<file path="src/design/rtu_crc_pkg.sv">
// types, constants and crc function shared by the rtu frame deframer
package rtu_crc_pkg;

  typedef struct packed {
    logic [7:0]  data_byte;
    logic        end_of_frame;
    logic [15:0] transaction_number;
  } byte_item_t;

  typedef struct packed {
    logic [7:0]  payload_byte;
    logic        payload_valid;
    logic        frame_done;
    logic [1:0]  frame_status;
    logic [7:0]  unit_address;
    logic [15:0] transaction_echo;
  } result_item_t;

  // one registered input item as it travels from the ingress register to the core
  typedef struct packed {
    logic       valid;
    byte_item_t item;
  } stage_t;

  localparam logic [1:0]  STATUS_OK        = 2'd0;
  localparam logic [1:0]  STATUS_SHORT     = 2'd1;
  localparam logic [1:0]  STATUS_CRC_ERROR = 2'd2;

  localparam logic [2:0]  MIN_FRAME_LEN    = 3'd4;
  localparam logic [2:0]  RELEASE_COUNT    = 3'd3;
  localparam logic [15:0] CRC_INIT         = 16'hFFFF;
  localparam logic [15:0] CRC_POLY         = 16'hA001;

  // reflected crc-16, one byte folded in over eight shift steps
  function automatic logic [15:0] crc16_byte(input logic [15:0] crc, input logic [7:0] b);
    logic [15:0] c;
    c = crc ^ {8'h00, b};
    for (int k = 0; k < 8; k++) begin
      if (c[0]) begin
        c = (c >> 1) ^ CRC_POLY;
      end else begin
        c = c >> 1;
      end
    end
    return c;
  endfunction

endpackage

</file>
<file path="src/design/rtu_crc_ingress.sv">
// input register stage that holds one byte item for the core
module rtu_crc_ingress (
  input  logic                    clk,
  input  logic                    rst,
  input  logic                    byte_valid,
  output logic                    byte_stall,
  input  rtu_crc_pkg::byte_item_t byte_item,
  output rtu_crc_pkg::stage_t     stage,
  input  logic                    take
);
  import rtu_crc_pkg::*;

  logic       held_valid;
  byte_item_t held_item;

  // hold while an item sits here that the core cannot take yet
  assign byte_stall = held_valid && !take;
  assign stage      = '{valid: held_valid, item: held_item};

  always_ff @(posedge clk) begin
    if (rst) begin
      held_valid <= 1'b0;
    end else if (!byte_stall) begin
      held_valid <= byte_valid;
    end
  end

  always_ff @(posedge clk) begin
    if (!byte_stall) begin
      held_item <= byte_item;
    end
  end

endmodule

</file>
<file path="src/design/rtu_crc_core.sv">
// frame state, crc update, holdback and result register
module rtu_crc_core (
  input  logic                      clk,
  input  logic                      rst,
  input  rtu_crc_pkg::stage_t       stage,
  output logic                      take,
  output logic                      result_valid,
  input  logic                      result_stall,
  output rtu_crc_pkg::result_item_t result_item
);
  import rtu_crc_pkg::*;

  logic [15:0]  crc_reg;
  logic [7:0]   holdback [2];
  logic [2:0]   byte_count;
  logic [7:0]   address_reg;
  logic [15:0]  transaction_reg;

  logic [15:0]  crc_next;
  logic [2:0]   byte_count_next;
  logic [7:0]   address_next;
  logic [15:0]  transaction_next;
  logic         first_byte;
  logic         release_byte;
  logic         eof;
  logic         has_result;
  logic         out_free;
  logic [1:0]   status;
  result_item_t result_next;

  assign eof          = stage.item.end_of_frame;
  assign first_byte   = (byte_count == 3'd0);
  assign release_byte = (byte_count >= RELEASE_COUNT);
  assign has_result   = release_byte || eof;
  assign out_free     = !result_valid || !result_stall;
  assign take         = stage.valid && (out_free || !has_result);

  assign crc_next         = crc16_byte(crc_reg, stage.item.data_byte);
  assign address_next     = first_byte ? stage.item.data_byte : address_reg;
  assign transaction_next = first_byte ? stage.item.transaction_number : transaction_reg;
  assign byte_count_next  = (byte_count < MIN_FRAME_LEN) ? byte_count + 3'd1 : byte_count;

  always_comb begin
    status = STATUS_OK;
    if (eof) begin
      if (byte_count_next < MIN_FRAME_LEN) begin
        status = STATUS_SHORT;
      end else if (crc_next != 16'h0000) begin
        status = STATUS_CRC_ERROR;
      end
    end
  end

  always_comb begin
    result_next.payload_byte     = release_byte ? holdback[0] : 8'h00;
    result_next.payload_valid    = release_byte;
    result_next.frame_done       = eof;
    result_next.frame_status     = status;
    result_next.unit_address     = address_next;
    result_next.transaction_echo = transaction_next;
  end

  always_ff @(posedge clk) begin
    if (rst) begin
      crc_reg         <= CRC_INIT;
      holdback[0]     <= 8'h00;
      holdback[1]     <= 8'h00;
      byte_count      <= 3'd0;
      address_reg     <= 8'h00;
      transaction_reg <= 16'h0000;
    end else if (take) begin
      address_reg     <= address_next;
      transaction_reg <= transaction_next;
      if (eof) begin
        crc_reg     <= CRC_INIT;
        byte_count  <= 3'd0;
        holdback[0] <= 8'h00;
        holdback[1] <= 8'h00;
      end else begin
        crc_reg    <= crc_next;
        byte_count <= byte_count_next;
        if (!first_byte) begin
          holdback[0] <= holdback[1];
          holdback[1] <= stage.item.data_byte;
        end
      end
    end
  end

  always_ff @(posedge clk) begin
    if (rst) begin
      result_valid <= 1'b0;
    end else if (out_free) begin
      result_valid <= take && has_result;
    end
  end

  always_ff @(posedge clk) begin
    if (take && has_result) begin
      result_item <= result_next;
    end
  end

endmodule

</file>
<file path="src/design/rtu_frame_crc_checker_deframer.sv">
// top level of the rtu frame deframer with crc-16 check
//
// byte channel: one frame byte per item, with an end-of-frame mark and a
//   transaction number that is sampled on the frame's first byte
// result channel: one item per released payload byte and one on the last
//   byte of each frame (both may share an item); bytes with no result are
//   absorbed silently
// the first byte of a frame becomes the unit address; later bytes pass a
//   two-byte holdback so the trailing crc pair never comes out
// the crc runs over every byte, crc included; a residue of zero means ok,
//   otherwise the status is crc error, and frames under four bytes are short
// payload is released before the check, so downstream drops failed frames
// path: a byte passes the input register, then the crc and holdback logic
//   into the result register
// throughput: one byte per cycle when not stalled, set by the byte-wide unrolled crc step
// reset: frame state clears, crc back to all ones, both channels empty
// a stalled result holds; bytes that yield no result keep flowing, and a
//   byte that yields one waits in the input register, stalling the sender
module rtu_frame_crc_checker_deframer (
  input  logic                      clk,
  input  logic                      rst,
  input  logic                      byte_valid,
  output logic                      byte_stall,
  input  rtu_crc_pkg::byte_item_t   byte_item,
  output logic                      result_valid,
  input  logic                      result_stall,
  output rtu_crc_pkg::result_item_t result_item
);
  import rtu_crc_pkg::*;

  // registered byte item handed to the core
  stage_t stage;
  // core consumes the registered byte this cycle
  logic   take;

  rtu_crc_ingress u_ingress (
    .clk        (clk),
    .rst        (rst),
    .byte_valid (byte_valid),
    .byte_stall (byte_stall),
    .byte_item  (byte_item),
    .stage      (stage),
    .take       (take)
  );

  // crc, holdback, status and the result register
  rtu_crc_core u_core (
    .clk          (clk),
    .rst          (rst),
    .stage        (stage),
    .take         (take),
    .result_valid (result_valid),
    .result_stall (result_stall),
    .result_item  (result_item)
  );

endmodule

</file>
<file path="config.mk">
export PLATFORM = sky130hd
export DESIGN_NAME = rtu_frame_crc_checker_deframer
export DESIGN_NICKNAME = d
export VERILOG_FILES = /design/src/design/rtu_crc_pkg.sv /design/src/design/rtu_crc_ingress.sv /design/src/design/rtu_crc_core.sv /design/src/design/rtu_frame_crc_checker_deframer.sv
export SDC_FILE = /design/constraint.sdc
export NUM_CORES = 1
export LEC_CHECK = 0
export BUFFER_PORTS_ARGS = -buffer_cell sky130_fd_sc_hd__clkbuf_2
export CORE_ASPECT_RATIO = 1.4
export CORE_MARGIN = 10
export CORE_UTILIZATION = 51
export DETAILED_ROUTE_END_ITERATION = 16
export GPL_ROUTABILITY_DRIVEN = 0
export PLACE_DENSITY_LB_ADDON = 0.05
export SYNTH_ARGS = -nofsm -noshare
export SYNTH_HDL_FRONTEND = slang
export SYNTH_SLANG_ARGS = --single-unit
</file>
<file path="constraint.sdc">
create_clock -name clk -period 3.49 [get_ports clk]
set_clock_uncertainty 0.15 [all_clocks]
set_input_delay 0.698 -clock clk [delete_from_list [all_inputs] [get_ports clk]]
set_output_delay 0.698 -clock clk [all_outputs]
set_load 0.02 [all_outputs]
</file>
* Word level (Yosys, flattened, before mapping)
Memory sizes are Yosys's and may differ from the RTL's. A register that Yosys moved wholly into a read port is not among the register bits. Index checks and enable logic that the tools add are counted.
Word-level totals: input port bits 29, memory bits (writable) 16, output and inout bits 38, word-level logic and storage cells 78, memories 1, register bits after elaboration 98
Memory list:
- u_core.holdback | depth 2, bits a word 8, read ports 2, clocked after memory_dff 1, wr ports 2, line rtu_crc_core.sv:14 | logic [7:0] holdback [2];
Operators by class: magnitude comparators 3, bitwise operators 14, reductions and logical operators 14, muxes and demuxes 30, add/sub/neg operators 1
Operator list (count):
- $mux 16 | 10
- $mux 8 | 5
- $not 2->3 | 8
- $reduce_bool 16->1 | 1
- $xor 16x8->16 | 1
- $mux 1 | 12
- $lt 3x3->1 const B | 2
- $mux 3 | 2
- $logic_not 1->1 | 5
- $or 1x1->1 | 4
- $add 3x1->3 const B | 1
- $ge 3x2->1 const B | 1
- $logic_and 1x1->1 | 3
- $logic_not 3->1 | 1
- $logic_or 1x1->1 | 3
- $mux 2 | 1
- $reduce_or 2->1 | 1
- $not 1->1 | 1

* Logic depth before layout (Yosys ltp)
Gate-level depths: netlist of the first run.
depth after elaboration 20, gate-level depth with buffers 10

* Modules after synthesis
A second synthesis of the first run with hierarchy kept.
Second synthesis, totals: cells, all modules 361, area total of the unflattened synthesis 4712.0 µm²
Modules (own cells, without submodules):
- rtu_crc_core | instances 1, area each 3903.7 µm², seq. area each 2442.3 µm², cells each 330
- rtu_crc_ingress | instances 1, area each 808.3 µm², seq. area each 770.7 µm², cells each 31

* Worst setup path before layout of the first run
OpenSTA, ideal clock, no wires.
path kind register -> register, start register u_core.byte_count[0], end register u_core.result_item[0] (netlist name), stages on the path, launching flop included 6, clock period less this slack 3488 ps, arrival 2908 ps, slack 2 ps, path through dfxtp_1 -> ha_1 -> a2111oi_4 -> o21ai_2 -> clkbuf_1 -> nor2_1
On the way: longest elaborated chain between the ends 6
Ends and longest elaborated chain:
- start: declaration | line rtu_crc_core.sv:15 | logic [2:0] byte_count;
- start signal: assignment | line rtu_crc_core.sv:81 | byte_count <= byte_count_next;
- $ge 3x2->1 (*) | line rtu_crc_core.sv:33 | assign release_byte = (byte_count >= RELEASE_COUNT);
- $logic_or 1x1->1 (*) | line rtu_crc_core.sv:34 | assign has_result = release_byte || eof;
- $logic_not 1->1 | line rtu_crc_core.sv:36 | assign take = stage.valid && (out_free || !has_result);
- $logic_or 1x1->1 | line rtu_crc_core.sv:36
- $logic_and 1x1->1 | line rtu_crc_core.sv:36
- $logic_and 1x1->1 (*) | line rtu_crc_core.sv:99 | if (take && has_result) begin
Every way passes the cells marked *; elsewhere a longest branch is shown, timed or not. A chain may end at the register's enable or synchronous reset.

* Worst setup path in the final report of the first run
start register u_core.byte_count[0], end output port byte_stall
On the way: longest elaborated chain between the ends 7
Ends and longest elaborated chain:
- $ge 3x2->1 | line rtu_crc_core.sv:33
- $logic_or 1x1->1 | line rtu_crc_core.sv:34
- $logic_not 1->1 | line rtu_crc_core.sv:36
- $logic_or 1x1->1 | line rtu_crc_core.sv:36
- $logic_and 1x1->1 | line rtu_crc_core.sv:36
- $logic_not 1->1 | line rtu_crc_ingress.sv:17 | assign byte_stall = held_valid && !take;
- $logic_and 1x1->1 | line rtu_crc_ingress.sv:17
- end: declaration | line rtu_frame_crc_checker_deframer.sv:23 | output logic byte_stall,
No other way between the ends.

==> metrics.md, run 1 <==
| Metric | Value |
|---|---|
| Outcome | finished clean |
| Clock buffers created by TritonCTS | 17 |
| RSZ-0062 raised after global routing | false |
| Nets | 478 |
| I/O pins | 67 |
| Hold buffer count at cts | 0 |
| Syn avg cell area | 13.1 µm² |
| Syn nets | 405 |
| Port bufs | 66 |
| Critical Path Fanout Max | 11 |
| Final Hold Fails | 0 |
| Vias in the first global route | 3088 |
| Yosys reg bits | 122 |
| Drt wl/cell | roughly 17 µm |
| Worst hold path class | in2reg |
| Setup bufs post-CTS | 0 |
| Synth warn | 0 |
| # clock sinks | approximately 120 |
| Top cells by area, synth | edfxtp_1 47%, dfxtp_1 18%, mux2_2 5.5%, nor2_1 4.9%, xnor2_1 3.2% |
| Critical setup path kind | reg2out |
| Post-synth EDFFs | 77 |
| Number of H-tree levels | 4 |
| Synth cell types | 38 |
| Max Fclk | 321 MHz |
| Antenna-violating nets left | 0 |
| CP arrival | 2270 ps |
| Ant. Diodes | 0 |
| Initial antenna violation count | 0 |
| Ys async rst share | 0% |
| GRT overflow | 0 |
| Max reg flops | 36 |
| Max-cap viol count | 0 |
| First-pass DRT Iterations | 4 |
| DRC | 0 |
| Die height | ~140 µm |
| Critical Path RT | 2640 ps |
| Worst hold margin | 314 ps |
| Die area | 0.0139 mm² |
| Layout area overhead | 20.4% |
| Post-layout min period | 3120 ps |
| Cells after Synth | 373 |
| Initial Utilization | 51.8% |
| Biggest area consumer among synthesized cells | edfxtp_1 |
| Total global-route track usage | 14.9% |
| Final std cells w/o fill | around 570 |
| Clk_lat worst skew | 410 ps |
| Final max-slew violation count | 0 |
| Std-Cell Rows | 42 |
| Least-Margin Pin Slew | 869 ps |
| Final setup vio count | 0 |
| Post-Syn Area | 0.00487 mm² |
| CP Capture Type | output port |
| WL final | 9860 µm |
| Sequential element share of the synthesized area | 65.9% |
| Reg with most FFs | u_core.result_item |
| Clk buf depth | 2 |
| TritonCTS clock tree | built |
| Slew Limit Headroom | 42.0% |
| Layout cells sized above 1 | 31.6% |
| Crit path launch type | flip-flop |
| VDD IR-drop max | 337 µV |
| R2r setup slk | 440 ps |
| Width of the chip | 103 µm |
| Leak | 2.31 nW |
| First-pass GRT wire length | 15700 µm |
| Reg clk slew, reported paths | 60 ps |
| DR vias/cell | 5.26 |
| DP Cell Count | 537 |
| CTS resizes | 0 |
| Clock root buffer | clkbuf_16 |
| 1st-iter DRT viols | 129 |
| Share of the synthesized area in the top cell type | a little under half |
| Via count | 2991 |
| Ys flop type | edfxtp_1 |
| Largest net degree at the start of global routing | between 40 and 50 |
| Crit share post-route | 89.3% |
| Final HPWL DP | 6300 µm |
| P per Cell Area | 621 mW/mm² |
| Setup TNS | 0 ps |
| Core Util, Final | 62.4% |
| Core ar. | between 0.009 and 0.01 mm² |
==> cells in the mapped netlist, drive strengths merged, types with 2 or more instances <==
master,number
edfxtp,77
nor2,63
dfxtp,45
nor3,37
and2,25
mux2,24
xnor2,19
clkbuf,11
o21ai,10
o21bai,10
buf,9
a21oi,6
inv,6
nand2b,5
nand3b,4
ha,3
xor2,3
nand3,2
nor3b,2
==> routing by layer <==
layer | up-vias | wire, µm | global-route usage, %
met5 | - | 0 | 0
met3 | 13 | 515 | 5.62
met1 | 1451 | 4180 | 17.2
li1 | 1449 | - | -
met4 | 0 | 184 | 6.37
met2 | 78 | 4980 | 24.1
==> power breakdown <==
group / switching [mW] / leakage, nW / internal [mW]
clock: 0.600 / 0.283 / 1.11
sequential: 0.0360 / 1.14 / 1.61
combinational: 0.170 / 0.879 / 0.126
total: 0.806 / 2.31 / 2.84
==> area by class of cell <==
cell class / count / area, µm²
Tap cell: 110 / 138
Sequential cell: 122 / 3210
Timing Repair Buffer: 74 / 403
Clock buffer: 18 / 429
Fill cell: 764 / 3540
Clock inverter: 14 / 155
Multi-Input combinational cell: 225 / 1510
Inverter: 6 / 22.5
==> critical path: stages (launching register included) <==
cell,delay (ps)
dfxtp_1,440
ha_1,310
nor2_1,100
o21ai_0,90
buf_4,200
o21ai_0,110
or2_2,350
inv_1,80
clkbuf_2,170
==> through the flow <==
step                cell area (µm²)  total power, mW  setup WS (ps)
floorplan                      4870             1.89           2.33
global placement               5290             1.96            573
detailed placement             5290             1.97            452
CTS                            5870             3.68            369
global route                   5870             3.78            259
finish                         5870             3.65            374
==> cells in the final DEF (no fill, tap or decap), types with 7 or more instances in the layout <==
| cell | synthesis | layout |
|---|---|---|
| mux2_2 | 24 | 24 |
| nor3_1 | 28 | 28 |
| clkbuf_2 | 0 | 66 |
| clkbuf_16 | 0 | 17 |
| nor2_1 | 63 | 62 |
| o21ai_0 | 9 | 9 |
| xnor2_1 | 18 | 18 |
| edfxtp_1 | 77 | 77 |
| dfxtp_1 | 45 | 45 |
| buf_4 | 1 | 7 |
| o21bai_1 | 10 | 10 |
| and2_1 | 24 | 24 |
| nor3_2 | 9 | 9 |
==> worst paths after layout <==
kind                                                             start  cells after the start                                     end
worst min-delay path                                      byte_item[4]                      1            u_ingress.stage[4]$_DFFE_PN_
worst max register to register           u_ingress.stage[21]$_DFFE_PN_                     10    u_core.result_item[25]$_SDFFCE_PP0P_
worst max-delay path                 u_core.byte_count[0]$_SDFFE_PP0P_                      8                              byte_stall
worst min register to register  u_core.transaction_reg[6]$_SDFFE_PP0N_                      2  u_core.transaction_reg[6]$_SDFFE_PP0N_
==> kinds of logic after synthesis <==
family          after synthesis  synth area share (%)
compound gates               30                  4.44
buf+inv                      26                  3.47
mux                          25                  5.75
simple gates                145                  15.6
flops                       122                  65.9
xor+xnor                     22                  4.11
fa+ha+maj                     3                 0.770
No activity file was read; power rests on OpenSTA's default activity.
==> run 2, diff against run 1 <==
--- a/config.mk
+++ b/config.mk
@@ -5,6 +5,7 @@
 export SDC_FILE = /design/constraint.sdc
 export NUM_CORES = 1
 export LEC_CHECK = 0
+export ABC_AREA = 1
 export BUFFER_PORTS_ARGS = -buffer_cell sky130_fd_sc_hd__clkbuf_2
 export CORE_ASPECT_RATIO = 1.4
 export CORE_MARGIN = 10
==> run 2 against run 1 <==
  * Critical path type is now reg2reg
  * Final area up 1.6%
  * Sequential share of layout area decreased by 0.86 points
  * Register-to-register slack better by 150 ps
  * Highest routed layer unchanged
==> metrics.md, run 2 <==
| Metric | Value |
|---|---|
| Switching Fraction | 21.5% |
| Hold_sp | u_core.address_reg[2]$_SDFFE_PP0N_ |
| Sequential power share | 44.3% |
| Yosys reg bits | ~120 |
| Post-Syn Area | 0.00493 mm² |
| R2r endpoint | u_core.result_item[25]$_SDFFCE_PP0P_ |
| Std-Cell Rows | 42 |
| Top-count cell post-synth | nand2_1 |
| Syn nets | 526 |
| First-pass DRT Iterations | 4 |
| Clk_lat worst skew | 410 ps |
| CP arrival | about 2900 ps |
| Worst setup margin | 586 ps |
| Place WS | 627 ps |
| Core ar. | 0.00946 mm² |
| Hold buffer count at cts | 0 |
| Clk buf depth | 2 |
| DRC | 0 |
| Die height | 136 µm |
| FF-to-FF Start | u_ingress.stage[21]$_DFFE_PN_ |
| # clock sinks | 122 |
| 1st-iter DRT viols | about 180 |
| Reg clk slew, reported paths | ~50 ps |
| Post-layout min period | 2900 ps |
| Critical Path RT | 3500 ps |
| WL final | ~9900 µm |
| Drt wl/cell | 14.2 µm |
| Cells after Synth | 494 |
| Critical setup path kind | reg2reg |
| Layout fillers | roughly 790 |
| Max-cap viol count | 0 |
| Synth cell types | 31 |
| Least-Margin Pin Slew | 720 ps |
| Psw | ~800 µW |
| Crit share post-route | 83.2% |
| Final HPWL DP | approximately 7000 µm |
| Reg2reg path depth | 21 |
| Die area | 0.0141 mm² |
| Biggest area consumer among synthesized cells | edfxtp_1 |
| Ys async rst share | 0% |
| Final max-slew violation count | 0 |
| Syn avg cell area | 9.98 µm² |
| First-pass GRT wire length | 16300 µm |
| Critical Path Fanout Max | 4 |
| Total global-route track usage | 15.2% |
| CP Capture Type | flip-flop |
| Hold path cells | 2 |
| Max Fclk | 344 MHz |
| Clock share of power | 47.7% |
| Slew Limit Headroom | 51.9% |
| Hold path endpoint | u_core.address_reg[2]$_SDFFE_PP0N_ |
| Outcome | finished clean |
| Initial antenna violation count | 0 |
| Most common cell after layout, fill and taps aside | nand2_1 |
| Clock root buffer | clkbuf_16 |
| Reg with most FFs | u_core.result_item |
| Ys flop type | edfxtp_1 |
| Top cells by area, synth | edfxtp_1 47%, dfxtp_1 18%, nand2_1 9.1%, inv_1 6.9%, o21ai_0 4.2% |
| Max reg flops | 36 |
| Setup bufs post-CTS | 0 |
| Initial Utilization | 52.1% |
| Commonest cells post-synth | 120 x nand2_1, 91 x inv_1, 77 x edfxtp_1 |
| TritonCTS clock tree | built |
| P per Cell Area | roughly 620 mW/mm² |
| Setup TNS | 0 ps |
| Final Hold Fails | 0 |
| I/O pins | 67 |
| Clock buffers created by TritonCTS | 17 |
| CTS resizes | 0 |
| Ant. Diodes | 0 |
| Largest net degree at the start of global routing | 37 |
| Share of the synthesized area in the top cell type | 46.9% |
| VDD IR-drop max | ~320 µV |
| GRT overflow | 0 |
| Comb pwr share | 8.0% |
| Via count | 3420 |
| Crit path launch type | flip-flop |
| Nets | 602 |
| Final instance area | 0.00596 mm² |
| Leak | 2.70 nW |
| Most frequent cells in the layout | 120 x nand2_1, 91 x inv_1, 77 x edfxtp_1 |
| R2r setup slk | ~600 ps |
| Synth warn | 0 |
| DR vias/cell | 4.94 |
| Worst hold path class | reg2reg |
| RSZ-0062 raised after global routing | false |
| Antenna-violating nets left | 0 |
| Layout cells sized above 1 | 20.1% |
| Post-synth EDFFs | 77 |
| Placed Area | around 0.0054 mm² |
| Vias in the first global route | about 3500 |
| Internal power | 2.92 mW |
| Sequential element share of the synthesized area | 65.2% |
| Width of the chip | 103 µm |
| Layout area overhead | 21.0% |
| Final setup vio count | 0 |
| Port bufs | between 60 and 70 |
| Number of H-tree levels | 4 |
run 2: cell count changes after synthesis, sizes merged, moves of 16 or more:
cell   delta
and2     -24
inv      +86
mux2     -24
nand2   +125
nor2     -25
nor3     -35
o21ai    +35
o22ai    +16
xnor2    -18
run 2: logic make-up (layout without fill, tap and decap cells):
family | count (synthesis) | in the layout | share of synthesized area (%)
buffers and inverters | 108 | 196 | 8.73
adders and majority gates | 3 | 3 | 0.762
AOI/OAI and AO/OA | 79 | 79 | 9.11
DFF | 122 | 122 | 65.2
xor gates and xnor gates | 4 | 4 | 0.711
and+or+nand+nor | 178 | 178 | 15.5
run 2: final cells by class:
cell class | instances | area [µm²] | area share [%]
flip-flops and latches | 122 | 3210 | 53.9
multi-input cells | 264 | 1280 | 21.5
clock buffers | 22 | 454 | 7.61
repair buffers | 71 | 368 | 6.17
inverters | 94 | 359 | 6.02
clock inverters | 9 | 148 | 2.48
well taps | 110 | 138 | 2.31
run 2: layer usage:
layer	up-vias	global-route usage, %	wire length (µm)
li1	1748	-	-
met1	1562	16.0	3820
met2	87	26.4	5240
met3	23	4.42	509
met4	0	8.22	293
met5	-	0	0
run 2: how the worst max path moves through the flow:
stage / start / to / slack, ps
after floorplan: u_ingress.stage[22]$_DFFE_PN_ / u_core.result_item[25]$_SDFFCE_PP0P_ / 920
after global placement: u_ingress.stage[21]$_DFFE_PN_ / u_core.result_item[25]$_SDFFCE_PP0P_ / 660
after detailed placement: u_ingress.stage[22]$_DFFE_PN_ / u_core.result_item[25]$_SDFFCE_PP0P_ / 630
after CTS: u_ingress.stage[22]$_DFFE_PN_ / u_core.result_item[25]$_SDFFCE_PP0P_ / 600
after global routing: u_ingress.stage[22]$_DFFE_PN_ / u_core.result_item[25]$_SDFFCE_PP0P_ / 280
final: u_ingress.stage[21]$_DFFE_PN_ / u_core.result_item[25]$_SDFFCE_PP0P_ / 590
run 2: worst max-delay path: stages, from the launching register on:
cell and delay [ps]:
edfxtp_1 420, inv_1 150, nand2_1 60, nand2_1 130
nand2_1 70, nand2_1 100, nand2_1 70, nand2_1 60
nand2_1 70, nand2_1 90, nand2_1 60, and2_1 140
ha_1 330, xor2_1 170, nor2_1 110, nand2_1 60
nor2_1 100, nand2_1 50, nor2_1 90, nand3_1 80
nand2_1 60, inv_1 30
run 2: power groups by stage:
| stage | Clock [mW] | Combinational [mW] | Sequential [mW] |
|---|---|---|---|
| floorplan | 0 | 0.195 | 1.69 |
| global placement | 0 | 0.291 | 1.67 |
| detailed placement | 0 | 0.295 | 1.68 |
| CTS | 1.81 | 0.298 | 1.65 |
| global route | 1.87 | 0.339 | 1.65 |
| finish | 1.77 | 0.297 | 1.65 |
run 2: stage by stage:
step	utilization, %	power (mW)	instances	hold WS, ps
final	63.1	3.71	692	307
after global routing	63.1	3.86	692	300
after CTS	63.1	3.75	692	299
after detailed placement	56.7	1.97	661	296
after global placement	56.7	1.96	661	290
after floorplan	-	1.88	494	279
